### src/hdl/pts_pkg.sv
// Shared constants, codes and types of the priority task scheduler.
`timescale 1ns / 1ps
`default_nettype none

package pts_pkg;

   // Default table size and tick counter width.
   localparam int DEFAULT_MAX_TASKS  = 8;
   localparam int DEFAULT_TICK_WIDTH = 32;

   // A task slot number is held in enough bits for the largest table (64 entries).
   localparam int SLOT_W = 6;
   localparam int PRIO_W = 7;
   localparam int ACT_W  = 3;
   localparam int STAT_W = 2;

   // Event codes.
   localparam logic [ACT_W-1:0] ACT_CREATE   = 3'd0;
   localparam logic [ACT_W-1:0] ACT_DELAY    = 3'd1;
   localparam logic [ACT_W-1:0] ACT_SUSPEND  = 3'd2;
   localparam logic [ACT_W-1:0] ACT_ACTIVATE = 3'd3;
   localparam logic [ACT_W-1:0] ACT_TICK     = 3'd4;

   // Task status codes.
   localparam logic [STAT_W-1:0] ST_READY     = 2'd0;
   localparam logic [STAT_W-1:0] ST_RUNNING   = 2'd1;
   localparam logic [STAT_W-1:0] ST_WAITING   = 2'd2;
   localparam logic [STAT_W-1:0] ST_SUSPENDED = 2'd3;

   // Write and tick command broadcast to every cell of the task row.
   typedef struct packed {
      logic                wr_en;
      logic [SLOT_W-1:0]   slot;
      logic                set_prio;
      logic [PRIO_W-1:0]   prio;
      logic                set_status;
      logic [STAT_W-1:0]   status;
      logic                load_wait;
      logic                tick;
   } cell_cmd_type;

   // Dispatch scan token handed from cell to cell.
   typedef struct packed {
      logic                valid;
      logic                found;
      logic [PRIO_W-1:0]   prio;
      logic [SLOT_W-1:0]   slot;
   } scan_type;

endpackage

`default_nettype wire

### src/hdl/pts_cell.sv
// One task entry of the scheduler row, with its stage of the dispatch scan.
`timescale 1ns / 1ps
`default_nettype none

module pts_cell #(
   parameter int INDEX      = 0,
   parameter int TICK_WIDTH = pts_pkg::DEFAULT_TICK_WIDTH,
   parameter int CNT_W      = 4
) (
   input  wire                          clock,
   input  wire                          reset,
   input  pts_pkg::cell_cmd_type        cmd,
   input  wire  [TICK_WIDTH-1:0]        wait_value,
   input  wire  [CNT_W-1:0]             task_count,
   input  pts_pkg::scan_type            scan_in,
   output pts_pkg::scan_type            scan_out
);

   logic [pts_pkg::PRIO_W-1:0] prio_ff, prio_in;
   logic [pts_pkg::STAT_W-1:0] status_ff, status_in;
   logic [TICK_WIDTH-1:0]      wait_ff, wait_in;
   logic [TICK_WIDTH-1:0]      wait_dec;
   pts_pkg::scan_type          scan_ff, scan_in_next;
   logic                       used;
   logic                       hit;
   logic                       eligible;
   logic                       take;

   // The entry exists once the task count has passed this slot.
   assign used     = task_count > CNT_W'(INDEX);
   assign hit      = cmd.wr_en && (cmd.slot == pts_pkg::SLOT_W'(INDEX));
   assign wait_dec = wait_ff - TICK_WIDTH'(1);

   // Entry update: a direct write, or a countdown step on a tick.
   always_comb begin
      prio_in   = prio_ff;
      status_in = status_ff;
      wait_in   = wait_ff;
      if (hit) begin
         if (cmd.set_prio) begin
            prio_in = cmd.prio;
         end
         if (cmd.set_status) begin
            status_in = cmd.status;
         end
         if (cmd.load_wait) begin
            wait_in = wait_value;
         end
      end else if (cmd.tick && used && (status_ff == pts_pkg::ST_WAITING)) begin
         wait_in = wait_dec;
         if (wait_dec == '0) begin
            status_in = pts_pkg::ST_READY;
         end
      end
   end

   // Scan stage: a ready or running entry of strictly higher priority takes the token.
   assign eligible = used && ((status_ff == pts_pkg::ST_READY) ||
                              (status_ff == pts_pkg::ST_RUNNING));
   assign take     = scan_in.valid && eligible && (!scan_in.found || (prio_ff > scan_in.prio));

   always_comb begin
      scan_in_next = scan_in;
      if (take) begin
         scan_in_next.found = 1'b1;
         scan_in_next.prio  = prio_ff;
         scan_in_next.slot  = pts_pkg::SLOT_W'(INDEX);
      end
   end

   // Entry storage is written by create before any read, so it has no reset.
   always_ff @(posedge clock) begin
      prio_ff   <= prio_in;
      status_ff <= status_in;
      wait_ff   <= wait_in;
   end

   always_ff @(posedge clock) begin
      if (reset) begin
         scan_ff.valid <= 1'b0;
      end else begin
         scan_ff <= scan_in_next;
      end
   end

   assign scan_out = scan_ff;

endmodule

`default_nettype wire

### src/hdl/priority_task_scheduler_core.sv
// Top level of the fixed-priority task scheduler: event sequencer and the row of task cells.
//
// Usage:
//   req channel: one beat per scheduler event (create, delay, suspend, activate, tick).
//   rsp channel: exactly one beat per event with the current task, the switch flag,
//   the create status and handle, and the global tick count.
//   A create, or an event that is ignored, goes from idle straight to the commit step.
//   Events that dispatch run a scan token through the row of MAX_TASKS cells, one cell
//   per cycle, and pass to the commit step once the token leaves the last cell.
//   One event is in work at a time; req_tready is high while the sequencer is idle,
//   so the next beat is taken only after the current event has left the commit step.
//   The result sits in an output register; a new event is accepted while it waits.
//   If rsp_tready is low, the next event finishes its work and then holds in the
//   commit step until the output register is free.
//   Reset empties the task table, clears the current task and the tick counter, and
//   drops rsp_tvalid. Table entries hold no value until a create writes them.
`timescale 1ns / 1ps
`default_nettype none

module priority_task_scheduler_core #(
   parameter int MAX_TASKS  = pts_pkg::DEFAULT_MAX_TASKS,
   parameter int TICK_WIDTH = pts_pkg::DEFAULT_TICK_WIDTH
) (
   input  wire         clock,
   input  wire         reset,
   input  wire         req_tvalid,
   output logic        req_tready,
   // [2:0] action, [9:3] priority_req, [10] start_suspended, [13:11] task_index,
   // [45:14] delay_ticks, [47:46] zero
   input  wire  [47:0] req_tdata,
   output logic        rsp_tvalid,
   input  wire         rsp_tready,
   // [0] running_valid, [3:1] running_task, [4] switched, [5] create_ok,
   // [8:6] new_handle, [40:9] tick_count, [47:41] zero
   output logic [47:0] rsp_tdata
);

   localparam int CNT_W  = $clog2(MAX_TASKS + 1);
   localparam int SLOT_W = pts_pkg::SLOT_W;

   // Sequencer states.
   localparam logic [1:0] S_IDLE   = 2'd0;
   localparam logic [1:0] S_SCAN   = 2'd1;
   localparam logic [1:0] S_COMMIT = 2'd2;

   // Request fields.
   logic [pts_pkg::ACT_W-1:0]  req_action;
   logic [pts_pkg::PRIO_W-1:0] req_priority;
   logic                       req_suspended;
   logic [2:0]                 req_index;
   logic [31:0]                req_delay;

   assign req_action    = req_tdata[2:0];
   assign req_priority  = req_tdata[9:3];
   assign req_suspended = req_tdata[10];
   assign req_index     = req_tdata[13:11];
   assign req_delay     = req_tdata[45:14];

   logic [1:0]            state_ff, state_in;
   logic [CNT_W-1:0]      count_ff, count_in;
   logic                  cur_valid_ff, cur_valid_in;
   logic [SLOT_W-1:0]     cur_slot_ff, cur_slot_in;
   logic [TICK_WIDTH-1:0] ticks_ff, ticks_in;
   logic                  dispatch_ff, dispatch_in;
   logic                  inject_ff, inject_in;
   logic                  ok_ff, ok_in;
   logic [SLOT_W-1:0]     handle_ff, handle_in;
   logic                  best_found_ff, best_found_in;
   logic [SLOT_W-1:0]     best_slot_ff, best_slot_in;
   logic                  rsp_valid_ff, rsp_valid_in;
   logic [47:0]           rsp_data_ff, rsp_data_in;

   pts_pkg::cell_cmd_type cmd;
   logic [TICK_WIDTH-1:0] wait_value;
   pts_pkg::scan_type     scan_link [0:MAX_TASKS];

   logic                  accept;
   logic                  out_free;
   logic                  sw;
   logic                  new_valid;
   logic [SLOT_W-1:0]     new_slot;
   logic [TICK_WIDTH+31:0] delay_ext;
   logic [TICK_WIDTH+31:0] ticks_ext;
   logic [CNT_W+2:0]      index_ext;
   logic [CNT_W+2:0]      count_ext;

   assign req_tready = (state_ff == S_IDLE);
   assign accept     = req_tvalid && req_tready;
   assign out_free   = !rsp_valid_ff || rsp_tready;

   // Width adaptation of the fixed 32-bit and 3-bit fields.
   assign delay_ext = {{TICK_WIDTH{1'b0}}, req_delay};
   assign ticks_ext = {32'd0, ticks_ff};
   assign index_ext = {{CNT_W{1'b0}}, req_index};
   assign count_ext = {3'b000, count_ff};

   // Switch decision once the scan result is in hand.
   always_comb begin
      sw = dispatch_ff && !((best_found_ff == cur_valid_ff) &&
                            (!best_found_ff || (best_slot_ff == cur_slot_ff)));
      new_valid = sw ? best_found_ff : cur_valid_ff;
      new_slot  = sw ? (best_found_ff ? best_slot_ff : '0) : cur_slot_ff;
   end

   // Event sequencer and cell command generation.
   always_comb begin
      state_in      = state_ff;
      count_in      = count_ff;
      cur_valid_in  = cur_valid_ff;
      cur_slot_in   = cur_slot_ff;
      ticks_in      = ticks_ff;
      dispatch_in   = dispatch_ff;
      inject_in     = 1'b0;
      ok_in         = ok_ff;
      handle_in     = handle_ff;
      best_found_in = best_found_ff;
      best_slot_in  = best_slot_ff;
      rsp_valid_in  = rsp_valid_ff && !rsp_tready;
      rsp_data_in   = rsp_data_ff;
      cmd           = '0;
      wait_value    = '0;

      unique case (state_ff)
         S_IDLE: begin
            if (accept) begin
               dispatch_in = 1'b0;
               ok_in       = 1'b0;
               handle_in   = '0;
               case (req_action)
                  pts_pkg::ACT_CREATE: begin
                     if (count_ff < CNT_W'(MAX_TASKS)) begin
                        cmd.wr_en      = 1'b1;
                        cmd.slot       = SLOT_W'(count_ff);
                        cmd.set_prio   = 1'b1;
                        cmd.prio       = req_priority;
                        cmd.set_status = 1'b1;
                        cmd.status     = req_suspended ? pts_pkg::ST_SUSPENDED
                                                       : pts_pkg::ST_READY;
                        cmd.load_wait  = 1'b1;
                        ok_in          = 1'b1;
                        handle_in      = SLOT_W'(count_ff);
                        count_in       = count_ff + CNT_W'(1);
                     end
                  end
                  pts_pkg::ACT_DELAY: begin
                     if (cur_valid_ff) begin
                        cmd.wr_en      = 1'b1;
                        cmd.slot       = cur_slot_ff;
                        cmd.set_status = 1'b1;
                        cmd.status     = pts_pkg::ST_WAITING;
                        cmd.load_wait  = 1'b1;
                        wait_value     = delay_ext[TICK_WIDTH-1:0];
                        dispatch_in    = 1'b1;
                     end
                  end
                  pts_pkg::ACT_SUSPEND: begin
                     if (cur_valid_ff) begin
                        cmd.wr_en      = 1'b1;
                        cmd.slot       = cur_slot_ff;
                        cmd.set_status = 1'b1;
                        cmd.status     = pts_pkg::ST_SUSPENDED;
                        dispatch_in    = 1'b1;
                     end
                  end
                  pts_pkg::ACT_ACTIVATE: begin
                     if (index_ext < count_ext) begin
                        cmd.wr_en      = 1'b1;
                        cmd.slot       = SLOT_W'(req_index);
                        cmd.set_status = 1'b1;
                        cmd.status     = pts_pkg::ST_READY;
                        dispatch_in    = 1'b1;
                     end
                  end
                  pts_pkg::ACT_TICK: begin
                     ticks_in    = ticks_ff + TICK_WIDTH'(1);
                     cmd.tick    = 1'b1;
                     dispatch_in = 1'b1;
                  end
                  default: begin
                  end
               endcase
               if (dispatch_in) begin
                  inject_in = 1'b1;
                  state_in  = S_SCAN;
               end else begin
                  state_in  = S_COMMIT;
               end
            end
         end
         S_SCAN: begin
            // Wait for the token to leave the last cell.
            if (scan_link[MAX_TASKS].valid) begin
               best_found_in = scan_link[MAX_TASKS].found;
               best_slot_in  = scan_link[MAX_TASKS].slot;
               state_in      = S_COMMIT;
            end
         end
         S_COMMIT: begin
            if (out_free) begin
               cur_valid_in = new_valid;
               cur_slot_in  = new_slot;
               if (sw && best_found_ff) begin
                  cmd.wr_en      = 1'b1;
                  cmd.slot       = best_slot_ff;
                  cmd.set_status = 1'b1;
                  cmd.status     = pts_pkg::ST_RUNNING;
               end
               rsp_data_in  = {7'd0, ticks_ext[31:0], handle_ff[2:0], ok_ff, sw,
                               new_slot[2:0], new_valid};
               rsp_valid_in = 1'b1;
               state_in     = S_IDLE;
            end
         end
         default: begin
            state_in = S_IDLE;
         end
      endcase
   end

   // Scan token entering the first cell.
   assign scan_link[0] = {inject_ff, 1'b0, {pts_pkg::PRIO_W{1'b0}}, {SLOT_W{1'b0}}};

   // Row of task cells, each passing the scan token to the next.
   for (genvar k = 0; k < MAX_TASKS; k++) begin : g_cell
      pts_cell #(
         .INDEX      (k),
         .TICK_WIDTH (TICK_WIDTH),
         .CNT_W      (CNT_W)
      ) u_cell (
         .clock      (clock),
         .reset      (reset),
         .cmd        (cmd),
         .wait_value (wait_value),
         .task_count (count_ff),
         .scan_in    (scan_link[k]),
         .scan_out   (scan_link[k+1])
      );
   end

   // Control state.
   always_ff @(posedge clock) begin
      if (reset) begin
         state_ff     <= S_IDLE;
         count_ff     <= '0;
         cur_valid_ff <= 1'b0;
         cur_slot_ff  <= '0;
         ticks_ff     <= '0;
         dispatch_ff  <= 1'b0;
         inject_ff    <= 1'b0;
         rsp_valid_ff <= 1'b0;
      end else begin
         state_ff     <= state_in;
         count_ff     <= count_in;
         cur_valid_ff <= cur_valid_in;
         cur_slot_ff  <= cur_slot_in;
         ticks_ff     <= ticks_in;
         dispatch_ff  <= dispatch_in;
         inject_ff    <= inject_in;
         rsp_valid_ff <= rsp_valid_in;
      end
   end

   // Payload registers.
   always_ff @(posedge clock) begin
      ok_ff         <= ok_in;
      handle_ff     <= handle_in;
      best_found_ff <= best_found_in;
      best_slot_ff  <= best_slot_in;
      rsp_data_ff   <= rsp_data_in;
   end

   assign rsp_tvalid = rsp_valid_ff;
   assign rsp_tdata  = rsp_data_ff;

endmodule

`default_nettype wire
### config.mk
export PLATFORM = sky130hd
export DESIGN_NAME = priority_task_scheduler_core
export DESIGN_NICKNAME = d
export VERILOG_FILES = /design/src/hdl/pts_pkg.sv /design/src/hdl/pts_cell.sv /design/src/hdl/priority_task_scheduler_core.sv
export SDC_FILE = /design/constraint.sdc
export NUM_CORES = 1
export LEC_CHECK = 0
export BUFFER_PORTS_ARGS = -buffer_cell sky130_fd_sc_hd__buf_2
export CORE_ASPECT_RATIO = 0.5
export CORE_UTILIZATION = 63
export DETAILED_ROUTE_END_ITERATION = 12
export PLACE_DENSITY = 0.92
export SLEW_MARGIN = 40
export SYNTH_ARGS = -nofsm -noshare
export SYNTH_HDL_FRONTEND = slang
export SYNTH_SLANG_ARGS = --single-unit
### constraint.sdc
create_clock -name clock -period 8.5 [get_ports clock]
set_input_delay 0 -clock clock [delete_from_list [all_inputs] [get_ports clock]]
set_output_delay 0 -clock clock [all_outputs]
set_load 0.005 [all_outputs]
==> impl_metrics.prom <==
# TYPE chip_impl_metric gauge
chip_impl_metric{name="globalRouteMet2Util",unit="%"} 50.06
chip_impl_metric{name="worst_pin_slew",unit="ns"} 0.9590
chip_impl_metric{name="synth_simple_gate_area_share",unit="%"} 17.58
chip_impl_info{name="timing.hold.worst.class",value="primary input to flip-flop"} 1
chip_impl_metric{name="avgSynthCellArea",unit="µm²"} 11.22
chip_impl_metric{name="ys_warn_count",unit=""} 0
chip_impl_info{name="hold-path-endpoint",value="g_cell[7].u_cell.prio_ff[4]"} 1
chip_impl_metric{name="detailroute.via_count",unit=""} 21454
chip_impl_metric{name="cts-buffers-inserted",unit=""} 45
chip_impl_info{name="most_common_cell_after_layout_fill_and_taps_aside",value="sky130_fd_sc_hd__edfxtp_1"} 1
chip_impl_metric{name="synth.top_cell.area_share",unit="%"} 47.68
chip_impl_metric{name="post-route-drc-count",unit=""} 0
chip_impl_metric{name="core_area",unit="µm²"} 43980
chip_impl_metric{name="report.final.slew_viol_count",unit=""} 0
chip_impl_metric{name="p_leak",unit="nW"} 11.55
chip_impl_metric{name="post_cts_buffers",unit=""} 0
chip_impl_metric{name="fin_crit_sh",unit="%"} 49.06
chip_impl_metric{name="io_buffers",unit=""} 92
chip_impl_metric{name="route.antenna.remaining_nets",unit=""} 0
chip_impl_metric{name="cp_max_fo",unit=""} 10
chip_impl_metric{name="routed_via_density",unit=""} 6.650
chip_impl_info{name="clockRootBuffer",value="sky130_fd_sc_hd__clkbuf_16"} 1
chip_impl_metric{name="clock_pin_slew_worst_setup_and_hold_paths",unit="ns"} 0.07
chip_impl_metric{name="max-clock-path-buffers",unit=""} 3
chip_impl_metric{name="wire_length_of_the_first_global_routing_pass",unit="mm"} 112.6
chip_impl_metric{name="ys_types",unit=""} 82
chip_impl_metric{name="yosys-mux-area-fraction",unit="%"} 10.65
chip_impl_info{name="hp_start",value="req_tdata[7]"} 1
chip_impl_metric{name="place_hpwl",unit="mm"} 47.66
chip_impl_metric{name="worst_path_largest_cell_delay",unit="ns"} 0.64
chip_impl_metric{name="start_util",unit="%"} 64.58
chip_impl_metric{name="synth_sequential_area_ratio",unit="%"} 51.41
chip_impl_metric{name="routed_wire_length",unit="mm"} 73.75
chip_impl_metric{name="yosys.area_share.xor_xnor",unit="%"} 8.418
chip_impl_metric{name="finalSetupTns",unit="ns"} 0
chip_impl_metric{name="gates_resized_cts_repair",unit=""} 0
chip_impl_metric{name="min_path_cells",unit=""} 2
chip_impl_info{name="synth_top_cell_by_area",value="sky130_fd_sc_hd__edfxtp_1"} 1
chip_impl_info{name="cp_slowest_cell",value="sky130_fd_sc_hd__or4b_1"} 1
chip_impl_info{name="netlist_top_cells_area",value="sky130_fd_sc_hd__edfxtp_1 48%, sky130_fd_sc_hd__mux2i_1 9.0%, sky130_fd_sc_hd__xnor2_1 5.5%, sky130_fd_sc_hd__dfxtp_1 3.7%, sky130_fd_sc_hd__ha_1 3.1%"} 1
chip_impl_metric{name="synth.cell_area",unit="µm²"} 28400
chip_impl_metric{name="grt_overflow_total",unit=""} 0
chip_impl_metric{name="via_count_of_the_first_global_routing_pass",unit=""} 20531
chip_impl_metric{name="ys_ff_latch",unit=""} 504
chip_impl_metric{name="std_cell_rows",unit=""} 54
chip_impl_metric{name="critPathRequiredTime",unit="ns"} 8.76
chip_impl_metric{name="p_per_area",unit="nW/µm²"} 157.5
chip_impl_metric{name="maxCapViolCount",unit=""} 0
chip_impl_metric{name="synthesis.instances",unit=""} 2531
chip_impl_metric{name="full_die_area",unit="µm²"} 45990
chip_impl_metric{name="setup-violations-final",unit=""} 0
chip_impl_metric{name="drt_pass1_iterations",unit=""} 8
chip_impl_metric{name="clock_skew",unit="ns"} 0.02836
chip_impl_metric{name="vdd_ir_drop_max",unit="mV"} 0.1352
chip_impl_metric{name="final_nets",unit=""} 2727
chip_impl_metric{name="post_route_cells_drive_above_1_share",unit="%"} 11.11
chip_impl_metric{name="die_h",unit="µm"} 152.1
chip_impl_metric{name="grt_use_met3",unit="%"} 7.015
chip_impl_metric{name="timing.critical_path.arrival",unit="ns"} 4.43
chip_impl_info{name="crit_path_end_kind",value="flip-flop"} 1
chip_impl_metric{name="slew_headroom",unit="%"} 35.52
chip_impl_info{name="synth_top_flop_cell",value="sky130_fd_sc_hd__edfxtp_1"} 1
chip_impl_info{name="regToRegEndpoint",value="g_cell[6].u_cell.status_ff[1]"} 1
chip_impl_metric{name="fmax",unit="GHz"} 0.2398
chip_impl_metric{name="grt_start_max_net_pins",unit=""} 71
chip_impl_metric{name="io-pin-count",unit=""} 102
chip_impl_metric{name="critical_path_buf_inv_count",unit=""} 1
chip_impl_metric{name="worstSkewPairLatency",unit="ns"} 0.60
chip_impl_metric{name="htree_num_levels",unit=""} 2
chip_impl_metric{name="ys_async_sr_fraction",unit="%"} 0
chip_impl_metric{name="routedWlPerCell",unit="µm"} 22.86
chip_impl_info{name="grt_most_used_layer",value="met2"} 1
chip_impl_metric{name="die_w",unit="µm"} 302.3
chip_impl_info{name="start_kind",value="flip-flop"} 1
chip_impl_metric{name="met1_usage",unit="%"} 40.66
chip_impl_info{name="synth_top_family_by_area",value="simple AND/OR/NAND/NOR gates"} 1
chip_impl_metric{name="reg2reg_slack",unit="ns"} 4.33
chip_impl_metric{name="numClockSinks",unit=""} 504
chip_impl_metric{name="rr_worst_depth",unit=""} 9
chip_impl_metric{name="area_growth",unit="%"} 9.224
chip_impl_metric{name="fin_crit",unit="ns"} 4.170
chip_impl_metric{name="yosys.area_share.adder",unit="%"} 3.127
chip_impl_metric{name="count_of_flip_flops_with_a_built_in_enable_after_synthesis",unit=""} 451
chip_impl_info{name="rr_startpoint",value="g_cell[6].u_cell.wait_ff[0]"} 1
chip_impl_metric{name="synth_compound_area_share",unit="%"} 5.828
chip_impl_metric{name="placed_area",unit="µm²"} 29500
chip_impl_info{name="crit_chain",value="inv_1 > ha_1 > or4b_1 > nor4_1 > xnor2_1 > or4bb_1 > a2111o_1 > or4_1 > o31ai_2"} 1
chip_impl_metric{name="global_route.usage.total",unit="%"} 31.32
chip_impl_metric{name="finalWeightedCongestion",unit=""} 0.9369
chip_impl_metric{name="fin_area",unit="µm²"} 31020
chip_impl_info{name="result_of_the_run",value="finished clean"} 1
chip_impl_info{name="critPathKind",value="flip-flop to flip-flop"} 1
chip_impl_info{name="cts_tree",value="built"} 1
chip_impl_metric{name="antenna_found_initial",unit=""} 1
chip_impl_info{name="critical_path.top_delay_family",value="simple AND/OR/NAND/NOR gates"} 1
chip_impl_info{name="grt_setup_unrepaired",value="false"} 1
chip_impl_info{name="most-common-layout-cells",value="451 x sky130_fd_sc_hd__edfxtp_1, 255 x sky130_fd_sc_hd__mux2i_1, 194 x sky130_fd_sc_hd__nor2_1"} 1
chip_impl_metric{name="first_iteration_detailed_routing_drc_count",unit=""} 3143
chip_impl_metric{name="hold_violations",unit=""} 0
-- cells by family after synthesis --
family | after synthesis
AOI/OAI and AO/OA | 255
xor gates and xnor gates | 273
adders and majority gates | 71
buffers and inverters | 206
DFF | 504
muxes | 297
other | 1
and+or+nand+nor | 924
-- routing by layer --
metal  vias to the layer above  share of wire [%]
met3                       260                 11
li1                       9536                  -
met5                         -                  0
met2                      1358                 46
met1                     10300                 38
met4                         0                4.8
-- where the power goes --
part	leakage [nW]	internal, mW	switching, mW
clock network	0.665	1.06	0.942
logic	6.24	0.0613	0.0910
registers	4.64	2.71	0.0182
total	11.5	3.83	1.05
-- area by class of cell --
type                    count  area [µm²]
well taps                 588       735.7
flip-flops and latches    504       14600
fillers                  2752       12960
diodes                      1       2.502
multi-input cells        1827       13180
repair buffers            129       772.0
clock inverters            20       168.9
clock buffers              60        1202
inverters                  97       364.1
-- synth_stat cells, types with 6 or more instances --
| cell type | n |
|---|---|
| sky130_fd_sc_hd__edfxtp_1 | 451 |
| sky130_fd_sc_hd__buf_4 | 7 |
| sky130_fd_sc_hd__a31oi_1 | 13 |
| sky130_fd_sc_hd__mux2i_1 | 255 |
| sky130_fd_sc_hd__ha_1 | 71 |
| sky130_fd_sc_hd__nand2_1 | 138 |
| sky130_fd_sc_hd__inv_1 | 96 |
| sky130_fd_sc_hd__mux2_2 | 42 |
| sky130_fd_sc_hd__o22ai_1 | 16 |
| sky130_fd_sc_hd__nor3b_1 | 21 |
| sky130_fd_sc_hd__clkbuf_1 | 65 |
| sky130_fd_sc_hd__and3_1 | 18 |
| sky130_fd_sc_hd__or2_2 | 24 |
| sky130_fd_sc_hd__nand2b_1 | 22 |
| sky130_fd_sc_hd__a21o_1 | 9 |
| sky130_fd_sc_hd__and2_1 | 20 |
| sky130_fd_sc_hd__nor2b_1 | 31 |
| sky130_fd_sc_hd__or3_1 | 52 |
| sky130_fd_sc_hd__nor3_1 | 120 |
| sky130_fd_sc_hd__xor2_1 | 95 |
| sky130_fd_sc_hd__buf_2 | 29 |
| sky130_fd_sc_hd__nand4_1 | 40 |
| sky130_fd_sc_hd__o21ai_0 | 56 |
| sky130_fd_sc_hd__nand3b_1 | 39 |
| sky130_fd_sc_hd__nor2_1 | 196 |
| sky130_fd_sc_hd__nand4b_1 | 13 |
| sky130_fd_sc_hd__or4_1 | 22 |
| sky130_fd_sc_hd__nand3_1 | 56 |
| sky130_fd_sc_hd__a21oi_1 | 67 |
| sky130_fd_sc_hd__a211oi_1 | 13 |
| sky130_fd_sc_hd__dfxtp_1 | 53 |
| sky130_fd_sc_hd__buf_1 | 7 |
| sky130_fd_sc_hd__o31ai_1 | 16 |
| sky130_fd_sc_hd__xnor2_1 | 178 |
| sky130_fd_sc_hd__nor4b_1 | 14 |
| sky130_fd_sc_hd__nor4_1 | 67 |
| sky130_fd_sc_hd__o211ai_1 | 6 |
-- stage by stage --
stage | utilization, % | total power, mW | setup WS, ns | instances | hold slack (ns)
detailed placement | 67.06 | 2.926 | 4.390 | 3134 | 0.2826
floorplan | - | 2.864 | 1.602 | 2537 | 0.1428
global route | 70.54 | 4.983 | 4.142 | 3226 | 0.03762
CTS | 70.43 | 4.878 | 4.340 | 3225 | 0.0001845
finish | 70.54 | 4.885 | 4.330 | 3226 | 0.006986
global placement | 66.88 | 2.914 | 4.435 | 3134 | 0.2726
-- timing repair --
action,in CTS,in global routing
hold buffers,11,0
hold endpoints to repair,82,0
endpoints found under the setup margin,0,0
-- worst max path at each step --
| stage | startpoint | to | slack [ns] | cells after the start |
|---|---|---|---|---|
| 6_report | g_cell[6].u_cell.wait_ff[0] | g_cell[6].u_cell.status_ff[1] | 4.33 | 9 |
| 3_3_place_gp | g_cell[6].u_cell.wait_ff[0] | g_cell[6].u_cell.status_ff[0] | 4.44 | 9 |
| 2_1_floorplan | state_ff[0] | g_cell[3].u_cell.wait_ff[0] | 1.60 | 9 |
| 5_1_grt | g_cell[6].u_cell.wait_ff[0] | g_cell[6].u_cell.status_ff[0] | 4.14 | 9 |
| 4_1_cts | best_slot_ff[2] | g_cell[1].u_cell.wait_ff[24] | 4.34 | 10 |
| 3_5_place_dp | g_cell[6].u_cell.wait_ff[0] | g_cell[6].u_cell.status_ff[1] | 4.39 | 9 |
-- sequential cells by signal (all words and copies together), names as in the netlist, 2 cells and up --
signal	flops
state_ff	2
handle_ff	3
g_cell.u_cell.status_ff	16
cur_slot_ff	3
g_cell.u_cell.wait_ff	256
rsp_tdata	41
g_cell.u_cell.prio_ff	56
best_slot_ff	3
count_ff	4
g_cell.u_cell.scan_out	82
ticks_ff	32
Note: power is estimated with default switching activity, not from simulation.
